<file path="src/spf_pkg.sv">
// package for the scan-line span fill block
// constants and the request type codes; no dependencies
`default_nettype none
package spf_pkg;
    localparam int MaxVertices  = 16;
    localparam int MaxCrossings = 16;
    localparam int CoordBits    = 12;
    localparam int CountBits    = 5;
    localparam logic ReqVertex  = 1'b0;
    localparam logic ReqScan    = 1'b1;
endpackage
`default_nettype wire

</file>
<file path="src/spf_sort_cell.sv">
// one cell of the insertion sort chain: takes the new value or its left neighbor's value
// depends on spf_pkg for widths
`default_nettype none
module spf_sort_cell #(
    parameter int COORD_BITS = spf_pkg::CoordBits
) (
    input  wire logic                  i_clk,
    input  wire logic                  i_rst_n,
    input  wire logic                  i_clear,
    input  wire logic                  i_shift,
    input  wire logic [COORD_BITS-1:0] i_value,
    input  wire logic                  i_prev_gt,
    input  wire logic                  i_prev_valid,
    input  wire logic [COORD_BITS-1:0] i_prev_value,
    output logic                       o_gt,
    output logic                       o_valid,
    output logic [COORD_BITS-1:0]      o_value
);
    logic                  r_valid;
    logic [COORD_BITS-1:0] r_value;
    logic                  w_gt;

    // the new value goes at or before this cell; cells past the slot shift right
    assign w_gt    = !r_valid || i_value < r_value;
    assign o_gt    = w_gt;
    assign o_valid = r_valid;
    assign o_value = r_value;

    always_ff @(posedge i_clk) begin
        if (!i_rst_n || i_clear) begin
            r_valid <= 1'b0;
        end else if (i_shift && w_gt) begin
            r_valid <= i_prev_gt ? i_prev_valid : 1'b1;
        end
        if (i_shift && w_gt) begin
            r_value <= i_prev_gt ? i_prev_value : i_value;
        end
    end
endmodule
`default_nettype wire

</file>
<file path="src/spf_divider.sv">
// restoring divider, one quotient bit per cycle, unsigned operands
// width set by its parameter; no dependencies
`default_nettype none
module spf_divider #(
    parameter int W = 24
) (
    input  wire logic         i_clk,
    input  wire logic         i_rst_n,
    input  wire logic         i_start,
    input  wire logic [W-1:0] i_num,
    input  wire logic [W-1:0] i_den,
    output logic              o_done,
    output logic [W-1:0]      o_quot
);
    localparam int CntBits = $clog2(W + 1);
    logic [W-1:0]       r_rem;
    logic [W-1:0]       r_quot;
    logic [W-1:0]       r_den;
    logic [CntBits-1:0] r_cnt;
    logic               r_busy;
    logic [W:0]         w_trial;
    logic [W:0]         w_diff;

    assign w_trial = {r_rem, r_quot[W-1]};
    assign w_diff  = w_trial - {1'b0, r_den};
    assign o_quot  = r_quot;

    always_ff @(posedge i_clk) begin
        if (!i_rst_n) begin
            r_busy <= 1'b0;
            o_done <= 1'b0;
            r_cnt  <= '0;
        end else begin
            o_done <= 1'b0;
            if (i_start) begin
                r_busy <= 1'b1;
                r_cnt  <= CntBits'(W);
                r_rem  <= '0;
                r_quot <= i_num;
                r_den  <= i_den;
            end else if (r_busy) begin
                if (!w_diff[W]) begin
                    r_rem <= w_diff[W-1:0];
                end else begin
                    r_rem <= w_trial[W-1:0];
                end
                r_quot <= {r_quot[W-2:0], !w_diff[W]};
                r_cnt  <= r_cnt - 1'b1;
                if (r_cnt == CntBits'(1)) begin
                    r_busy <= 1'b0;
                    o_done <= 1'b1;
                end
            end
        end
    end
endmodule
`default_nettype wire

</file>
<file path="src/scanline_polygon_span_fill_top.sv">
// Scan-line polygon span fill. A vertex write (req_type 0) is taken only while idle. A scan
// request walks vertex_count edges, capped at MAX_VERTICES; each crossed edge goes through
// the shared bit-serial divider. Crossings enter a chain of MAX_CROSSINGS sort cells, one
// per crossing. The spans then leave one per cycle on o_span_valid, which cannot be
// stalled; busy drops in the cycle that shows the last span (marked by o_last_span).
// depends on spf_pkg, spf_divider, spf_sort_cell
`default_nettype none
module scanline_polygon_span_fill_top #(
    parameter int MAX_VERTICES  = spf_pkg::MaxVertices,
    parameter int MAX_CROSSINGS = spf_pkg::MaxCrossings,
    parameter int COORD_BITS    = spf_pkg::CoordBits
) (
    input  wire logic                  i_clk,
    input  wire logic                  i_rst_n,
    input  wire logic                  start,
    output logic                       busy,
    input  wire logic                  i_req_type,
    input  wire logic [3:0]            i_vertex_index,
    input  wire logic [COORD_BITS-1:0] i_vertex_x,
    input  wire logic [COORD_BITS-1:0] i_vertex_y,
    input  wire logic [COORD_BITS-1:0] i_scan_y,
    input  wire logic                  i_cfg_valid,
    output logic                       o_cfg_ready,
    input  wire logic [4:0]            i_cfg_data,
    output logic                       o_span_valid,
    output logic [COORD_BITS-1:0]      o_span_start,
    output logic [COORD_BITS-1:0]      o_span_end,
    output logic [COORD_BITS-1:0]      o_span_row,
    output logic                       o_no_span,
    output logic                       o_last_span
);
    localparam int VIdxBits = $clog2(MAX_VERTICES);
    localparam int VCntBits = $clog2(MAX_VERTICES + 1);
    localparam int XCntBits = $clog2(MAX_CROSSINGS + 1);
    localparam int XIdxBits = $clog2(MAX_CROSSINGS);
    localparam int DivW     = 2 * COORD_BITS;

    localparam logic [2:0] StIdle  = 3'd0;
    localparam logic [2:0] StFetch = 3'd1;
    localparam logic [2:0] StTest  = 3'd2;
    localparam logic [2:0] StMul   = 3'd3;
    localparam logic [2:0] StDiv   = 3'd4;
    localparam logic [2:0] StIns   = 3'd5;
    localparam logic [2:0] StEmit  = 3'd6;

    logic [COORD_BITS-1:0] r_vx [MAX_VERTICES];
    logic [COORD_BITS-1:0] r_vy [MAX_VERTICES];
    logic [4:0]            r_vcount;
    logic [2:0]            r_state;
    logic [VCntBits-1:0]   r_n;
    logic [VCntBits-1:0]   r_edge;
    logic [COORD_BITS-1:0] r_row;
    logic [COORD_BITS-1:0] r_x1, r_y1, r_x2, r_y2;
    logic [XCntBits-1:0]   r_cnt;
    logic [XCntBits-1:0]   r_emit;
    logic                  r_neg;
    logic [DivW-1:0]       r_num;
    logic [COORD_BITS-1:0] r_den;
    logic [COORD_BITS-1:0] r_cross;
    logic                  r_ins_valid;

    // edge fetch
    logic [VCntBits-1:0] w_next;
    logic [VIdxBits-1:0] w_widx;
    assign w_next = (r_edge + 1'b1 == r_n) ? '0 : r_edge + 1'b1;
    assign w_widx = VIdxBits'(i_vertex_index);

    always_ff @(posedge i_clk) begin
        if (start && !busy && i_req_type == spf_pkg::ReqVertex
            && int'(i_vertex_index) < MAX_VERTICES) begin
            r_vx[w_widx] <= i_vertex_x;
            r_vy[w_widx] <= i_vertex_y;
        end
        if (r_state == StFetch) begin
            r_x1 <= r_vx[r_edge[VIdxBits-1:0]];
            r_y1 <= r_vy[r_edge[VIdxBits-1:0]];
            r_x2 <= r_vx[w_next[VIdxBits-1:0]];
            r_y2 <= r_vy[w_next[VIdxBits-1:0]];
        end
    end

    assign o_cfg_ready = 1'b1;
    always_ff @(posedge i_clk) begin
        if (!i_rst_n) begin
            r_vcount <= '0;
        end else if (i_cfg_valid && o_cfg_ready) begin
            r_vcount <= i_cfg_data;
        end
    end

    // crossing math: |(y-y1)*(x2-x1)| / |y2-y1|, sign applied after
    logic                  w_cross;
    logic [COORD_BITS:0]   w_dy, w_dx, w_dd;
    logic [COORD_BITS-1:0] w_dy_abs, w_dx_abs, w_dd_abs;
    logic                  w_div_done;
    logic [DivW-1:0]       w_quot;
    logic [COORD_BITS-1:0] w_q;

    assign w_cross = (r_y1 <= r_row && r_y2 > r_row) || (r_y2 <= r_row && r_y1 > r_row);
    assign w_dy    = {1'b0, r_row} - {1'b0, r_y1};
    assign w_dx    = {1'b0, r_x2} - {1'b0, r_x1};
    assign w_dd    = {1'b0, r_y2} - {1'b0, r_y1};
    assign w_dy_abs = w_dy[COORD_BITS] ? COORD_BITS'(-w_dy) : w_dy[COORD_BITS-1:0];
    assign w_dx_abs = w_dx[COORD_BITS] ? COORD_BITS'(-w_dx) : w_dx[COORD_BITS-1:0];
    assign w_dd_abs = w_dd[COORD_BITS] ? COORD_BITS'(-w_dd) : w_dd[COORD_BITS-1:0];
    // quotient is bounded by |x2-x1|, so the low bits carry it
    assign w_q = w_quot[COORD_BITS-1:0];

    spf_divider #(.W(DivW)) u_div (
        .i_clk   (i_clk),
        .i_rst_n (i_rst_n),
        .i_start (r_state == StMul),
        .i_num   (r_num),
        .i_den   ({{COORD_BITS{1'b0}}, r_den}),
        .o_done  (w_div_done),
        .o_quot  (w_quot)
    );

    // sort chain: the new crossing is shown to every cell at once
    logic                  w_gt   [MAX_CROSSINGS];
    logic                  w_sv   [MAX_CROSSINGS];
    logic [COORD_BITS-1:0] w_sval [MAX_CROSSINGS];
    logic                  w_clear;
    logic                  w_shift;

    assign w_clear = start && !busy;
    assign w_shift = r_ins_valid;

    for (genvar g = 0; g < MAX_CROSSINGS; g++) begin : g_cell
        spf_sort_cell #(.COORD_BITS(COORD_BITS)) u_cell (
            .i_clk        (i_clk),
            .i_rst_n      (i_rst_n),
            .i_clear      (w_clear),
            .i_shift      (w_shift),
            .i_value      (r_cross),
            .i_prev_gt    ((g == 0) ? 1'b0 : w_gt[(g == 0) ? 0 : g - 1]),
            .i_prev_valid ((g == 0) ? 1'b0 : w_sv[(g == 0) ? 0 : g - 1]),
            .i_prev_value ((g == 0) ? '0 : w_sval[(g == 0) ? 0 : g - 1]),
            .o_gt         (w_gt[g]),
            .o_valid      (w_sv[g]),
            .o_value      (w_sval[g])
        );
    end

    logic [XCntBits-1:0] w_pairs;
    assign w_pairs = r_cnt >> 1;

    always_ff @(posedge i_clk) begin
        if (!i_rst_n) begin
            r_state      <= StIdle;
            r_ins_valid  <= 1'b0;
            r_cnt        <= '0;
            o_span_valid <= 1'b0;
        end else begin
            r_ins_valid  <= 1'b0;
            o_span_valid <= 1'b0;
            unique case (r_state)
                StIdle: begin
                    if (start && i_req_type == spf_pkg::ReqScan) begin
                        r_row  <= i_scan_y;
                        r_edge <= '0;
                        r_cnt  <= '0;
                        r_emit <= '0;
                        r_n    <= (int'(r_vcount) > MAX_VERTICES) ? VCntBits'(MAX_VERTICES)
                                                                  : VCntBits'(r_vcount);
                        r_state <= StIns;
                    end
                end
                StFetch: r_state <= StTest;
                StTest: begin
                    if (w_cross) begin
                        r_neg   <= w_dy[COORD_BITS] ^ w_dx[COORD_BITS] ^ w_dd[COORD_BITS];
                        r_num   <= {{COORD_BITS{1'b0}}, w_dy_abs}
                                 * {{COORD_BITS{1'b0}}, w_dx_abs};
                        r_den   <= w_dd_abs;
                        r_state <= StMul;
                    end else begin
                        r_edge  <= r_edge + 1'b1;
                        r_state <= StIns;
                    end
                end
                StMul: r_state <= StDiv;
                StDiv: begin
                    if (w_div_done) begin
                        r_cross <= r_neg ? r_x1 - w_q : r_x1 + w_q;
                        if (r_cnt < XCntBits'(MAX_CROSSINGS)) begin
                            r_ins_valid <= 1'b1;
                            r_cnt       <= r_cnt + 1'b1;
                        end
                        r_edge  <= r_edge + 1'b1;
                        r_state <= StIns;
                    end
                end
                StIns: begin
                    // let a pending insert settle, then fetch the next edge or, after the last edge, emit
                    if (r_edge == r_n) begin
                        r_state <= StEmit;
                    end else begin
                        r_state <= StFetch;
                    end
                end
                StEmit: begin
                    o_span_valid <= 1'b1;
                    o_span_row   <= r_row;
                    if (w_pairs == '0) begin
                        o_span_start <= '0;
                        o_span_end   <= '0;
                        o_no_span    <= 1'b1;
                        o_last_span  <= 1'b1;
                        r_state      <= StIdle;
                    end else begin
                        o_span_start <= w_sval[r_emit[XIdxBits-1:0]];
                        o_span_end   <= w_sval[XIdxBits'(r_emit + 1'b1)];
                        o_no_span    <= 1'b0;
                        o_last_span  <= (r_emit + 2'd2 >= (w_pairs << 1));
                        r_emit       <= r_emit + 2'd2;
                        if (r_emit + 2'd2 >= (w_pairs << 1)) begin
                            r_state <= StIdle;
                        end
                    end
                end
                default: r_state <= StIdle;
            endcase
        end
    end

    assign busy = (r_state != StIdle);
endmodule
`default_nettype wire

</file>
<file path="config.mk">
export PLATFORM = sky130hd
export DESIGN_NAME = scanline_polygon_span_fill_top
export DESIGN_NICKNAME = d
export VERILOG_FILES = /design/src/spf_pkg.sv /design/src/spf_sort_cell.sv /design/src/spf_divider.sv /design/src/scanline_polygon_span_fill_top.sv
export SDC_FILE = /design/constraint.sdc
export NUM_CORES = 2
export LEC_CHECK = 0
export ABC_AREA = 1
export BUFFER_PORTS_ARGS = -buffer_cell sky130_fd_sc_hd__buf_2
export CAP_MARGIN = 10
export CORE_ASPECT_RATIO = 1.2
export CORE_MARGIN = 2
export CORE_UTILIZATION = 38
export CTS_CLUSTER_DIAMETER = 120
export DETAILED_ROUTE_END_ITERATION = 6
export SYNTH_ARGS = -nofsm -noshare
export SYNTH_HDL_FRONTEND = slang
export SYNTH_SLANG_ARGS = --single-unit
</file>
<file path="constraint.sdc">
create_clock -name i_clk -period 13.6 [get_ports i_clk]
set_input_delay 4.08 -clock i_clk [delete_from_list [all_inputs] [get_ports i_clk]]
set_output_delay 4.08 -clock i_clk [all_outputs]
set_load 0.005 [all_outputs]
</file>
---- Yosys cells after proc, flatten, opt, wreduce, memory -nomap -nowiden ----
Memories as Yosys holds them, arrays and structs flattened. A register that Yosys moved wholly into a read port is not among the register bits.
Index checks and enable logic that the tools add are counted.
operators by class
  add/subtract/negate cells ............... 14
  multipliers ............................. 1
  order comparisons ....................... 25
  eq/ne operators ......................... 15
  mux-type cells .......................... 72
  bitwise logic cells ..................... 7
  reductions and logical operators ........ 77
operators with widths
  cell                 number
  $mux 12              23
  $lt 12x12->1         16
  $bmux 12 s4          2
  $mux 24              4
  $mux 5               8
  $sub 12x12->13       3
  $neg 12->12          3
  $sub 25x12->25       1
  $gt 12x12->1         2
  $le 12x12->1         2
  $mul 12x12->24       1
  $mux 1               24
  $logic_and 1x1->1    21
  $pmux 3 s7           1
  $pmux 5 s2           2
  $logic_not 1->1      19
  $logic_or 1x1->1     18
  $mux 3               6
  $pmux 5 s3           1
  $add 12x12->12       1
  $reduce_and 3->1     4
  $sub 12x12->12       1
  $add 5x1->5 const B  2
  $eq 5x5->1           2
  other kinds (27)     44
word-level totals
  register bits ........................... 404
  RAM bits ................................ 384
  input port bits ......................... 50
  output and inout port bits .............. 41
  logic and storage cells ................. 270
  memories kept ........................... 2
memory list
  name  words  width  read ports  clocked after memory_dff  wr ports  RTL line                              source
  r_vx  16     12     2           2                         1         scanline_polygon_span_fill_top.sv:46  logic [COORD_BITS-1:0] r_vx [MAX_VERTICES];
  r_vy  16     12     2           2                         1         scanline_polygon_span_fill_top.sv:47  logic [COORD_BITS-1:0] r_vy [MAX_VERTICES];

---- Longest topological paths before layout ----
  depth in word-level cells ............... 6
  depth in mapped cells ................... 35
  gate-level depth less buffers ........... 35

---- Cells and area by module ----
Synthesis repeated with hierarchy kept, for this count alone.
unflattened totals
  cells, all modules ...................... 6534
  area total of the unflattened synthesis .. 54827.6 um^2
by module, submodules not included
  module                          instances  cells each  area an instance (um^2)  sequential area each (um^2)
  scanline_polygon_span_fill_top  1          3994        35522.8                  16666.0
  spf_sort_cell                   16         115         885.8                    380.4
  spf_divider                     1          700         5131.2                   2302.2

---- Least setup slack after synthesis ----
OpenSTA, ideal clock, no wires.
  path type ............................... in2reg
  start point ............................. in i_rst_n
  end point ............................... reg u_div.r_quot[0] (netlist: u_div.o_quot[0]) (enable)
  library setup time ...................... 522 ps
  arrival ................................. 7615 ps
  path slack .............................. 5463 ps
  cell stages on the path ................. 2
  buffers on the path ..................... 0
  path through ............................ inv_1 > o21ai_0
between the ends
  longest elaborated chain between the ends .. 1
ends and longest elaborated chain
  element                     RTL line                              source
  start: declaration          scanline_polygon_span_fill_top.sv:14  input wire logic i_rst_n,
  $reduce_and 2->1 (no line)  -
  end signal: assignment      spf_divider.sv:39                     r_quot <= i_num;
  end signal: assignment      spf_divider.sv:47                     r_quot <= {r_quot[W-2:0], !w_diff[W]};
  end: declaration            spf_divider.sv:17                     logic [W-1:0] r_quot;
Every way passes these cells.
A chain may end at the register's enable or synchronous reset.

---- Worst setup path in the final report ----
  start point ............................. reg r_row[0]
  end point ............................... reg r_num[20], data pin
between the ends
  longest elaborated chain between the ends .. 4
ends and longest elaborated chain
  element                   RTL line                               source
  start: declaration        scanline_polygon_span_fill_top.sv:52   logic [COORD_BITS-1:0] r_row;
  start signal: assignment  scanline_polygon_span_fill_top.sv:160  r_row <= i_scan_y;
  $sub 12x12->13 *          scanline_polygon_span_fill_top.sv:100  assign w_dy = {1'b0, r_row} - {1'b0, r_y1};
  $neg 12->12               scanline_polygon_span_fill_top.sv:103  assign w_dy_abs = w_dy[COORD_BITS] ? COORD_BITS'(-w_dy) : w_dy[COORD_BITS-1:0];
  $mux 12 *                 scanline_polygon_span_fill_top.sv:103
  $mul 12x12->24 *          scanline_polygon_span_fill_top.sv:174  * {{COORD_BITS{1'b0}}, w_dx_abs};
  end signal: assignment    scanline_polygon_span_fill_top.sv:173  r_num <= {{COORD_BITS{1'b0}}, w_dy_abs}
  end: declaration          scanline_polygon_span_fill_top.sv:57   logic [DivW-1:0] r_num;
Every way passes the cells marked *; elsewhere a longest branch is shown, timed or not.

==> flow_summary.ini <==
[outcome]
run_status = finished clean

[setup_path]
worst-r2r-cell-count = 30
path_buf_inv = 6
end_kind = register
required_ps = 14030
path_class = reg -> reg
reg2reg_slack_ps = 6300
crit_fanout = 10
slowest_delay_ps = 860
r2r_end = r_num[20]
cp_common_cell = fa_1
crit_slowest_cell = xor2_1
worst_ep_arrival_time_ps = 7720
cp_top_family = adder cells
r2r_start = r_row[0]
startpoint_type = register

[final_layout]
nets = 6414
drive_gt1_share_pct = 6.58
synthToLayoutAreaGrowth_pct = 9.91
design_area_um2 = 57400

[placement]
portBuffers = 89
dpl.hpwl_um = 111000
pre_cts_ws_ps = 6400
placed_area_um2 = 54400
gp_congestion = 0.944

[flow_run]
max_cap_viol_count = 0

[yosys]
yosys_warnings = 0
synth_edf_count = 797
yosysTopAreaCell = edfxtp_1
synthesis.instances = 5956
synth_seq_cells = 835
ys_types = 56
synth_area_um2 = 52200
post-synth-top-count-cell = nand2_1
synthesis.nets = 6433
syn_avg_cell_area_um2 = 8.76
synth_common_cells = nand2_1 (1245), inv_1 (922), edfxtp_1 (797)
synth_ff_type = edfxtp_1
synth_area_leaders = edfxtp_1 (46%), nand2_1 (9.0%), ha_1 (7.7%)
post-synth-top-area-fraction_pct = 45.9
synth_seq_area_share_pct = 47.3
async_reset_ff_share_pct = 0

[min_path]
holdPathEnd = u_div.r_den[1]
hp-class = reg -> reg
hp-start = r_den[1]
hold_depth = 0

[cts]
cts_inserted_buffers = 93
htree_levels = 3
post_cts_resized = 0
cts_hold_buf = 0
clk_latency_ps = 720
cts.root.buffer_cell = clkbuf_16
clock-sinks = 835
cts_tree = done
clk_pin_slew_ps = 60
cts_buffer_depth = 3
cts_setup_buffers = 0

[grt]
antenna_found_initial = 19
grtUsageTotal_pct = 23.0
grt_start_max_net_pins = 97
grt_overflow_total = 0
grt_pass1_vias = 40531
grt_pass1_wl_um = 246000

[route]
wl_met2_um = 76300
wl_met1_um = 67800
drc = 0
drt_first_pass_iters = 6
wl_met3_um = 11800
wire_per_inst_um = 20.9
viasPerCell = 5.38
maxUsedRoutingLayer = met5
vias = 42054
drt-initial-drc-count = 3881
ant_nets = 0
wl_um = 163000

[timing]
period_minus_slack_ps = 7300
setup_ws_ps = 6300
hold_violations = 0
drv_slew = 0
max_slew_margin_pct = 17.2
fmax_mhz = 137
whs_ps = 420
finalCritPeriodShare_pct = 53.7
worstMarginPinSlew_ps = 1240
setup_viol_count_final = 0
rsz0062_at_grt = false
tns_ps = 0
finalClockSkew_ps = 66.2

[die]
placementRows = 148
ios = 91
fp.dieArea_um2 = 140000
core_area_um2 = 136000
die_h_um = 410
die_w_um = 342
initial_core_util_pct = 38.4
cells by family (layout without fill, tap and decap cells):
kind of cell,Yosys count,count (layout),synth area share [%]
compound gates,1220,1220,13.0
xor+xnor,83,83,1.44
fa+ha+maj,427,427,11.7
buf+inv,1209,1260,9.01
flops,835,835,47.3
other cells,1,5,0.00718
simple gates,2181,2181,17.5
worst max path at each step:
stage / startpoint / end / slack, ps / cells after the start
CTS: r_row[0] / r_num[20] / 6400 / 30
global route: r_row[0] / r_num[20] / 5720 / 30
finish: r_row[0] / r_num[20] / 6300 / 30
floorplan: i_rst_n / u_div.o_quot[0] / 5460 / 2
global placement: r_row[0] / r_num[20] / 6380 / 30
detailed placement: r_row[0] / r_num[20] / 6400 / 30
through the flow:
stage	utilization, %	std cells
after floorplan	-	5956
after global placement	40.0	7642
after detailed placement	40.0	7642
after CTS	42.2	7807
after global routing	42.2	7808
final	42.2	7811
final cells by class:
class / count / area, um^2
flip-flops and latches: 835 / 24700
diodes: 4 / 10.0
multi-input cells: 3912 / 23000
clock inverters: 55 / 537
fillers: 13358 / 78600
inverters: 944 / 3550
clock buffers: 110 / 2430
well taps: 1800 / 2250
repair buffers: 151 / 911
metal layers:
metal,track usage [%],vias to the layer above
li1,-,20015
met1,30.1,20064
met2,37.9,1600
met3,3.28,363
met4,9.77,12
met5,0,-
cells in the final DEF (no fill, tap or decap), types with 89 or more instances in the layout:
cell type	instances
a21oi_1	452
fa_1	105
nand2_1	1243
nand3_1	436
nor2_1	319
edfxtp_1	797
inv_1	919
o21ai_0	537
ha_1	322
buf_2	89
clkbuf_16	95
state kept, by name (all words and copies together) (netlist names), 16 cells and up:
register	count
g_cell.u_cell.o_valid	16
r_num	24
u_div.o_quot	24
r_vx	192
r_vy	192
u_div.r_rem	24
g_cell.u_cell.o_value	192
Power is left out: the tool's default activity adds up to more than one toggle a clock period on the data nets, which glitch-free logic cannot reach.
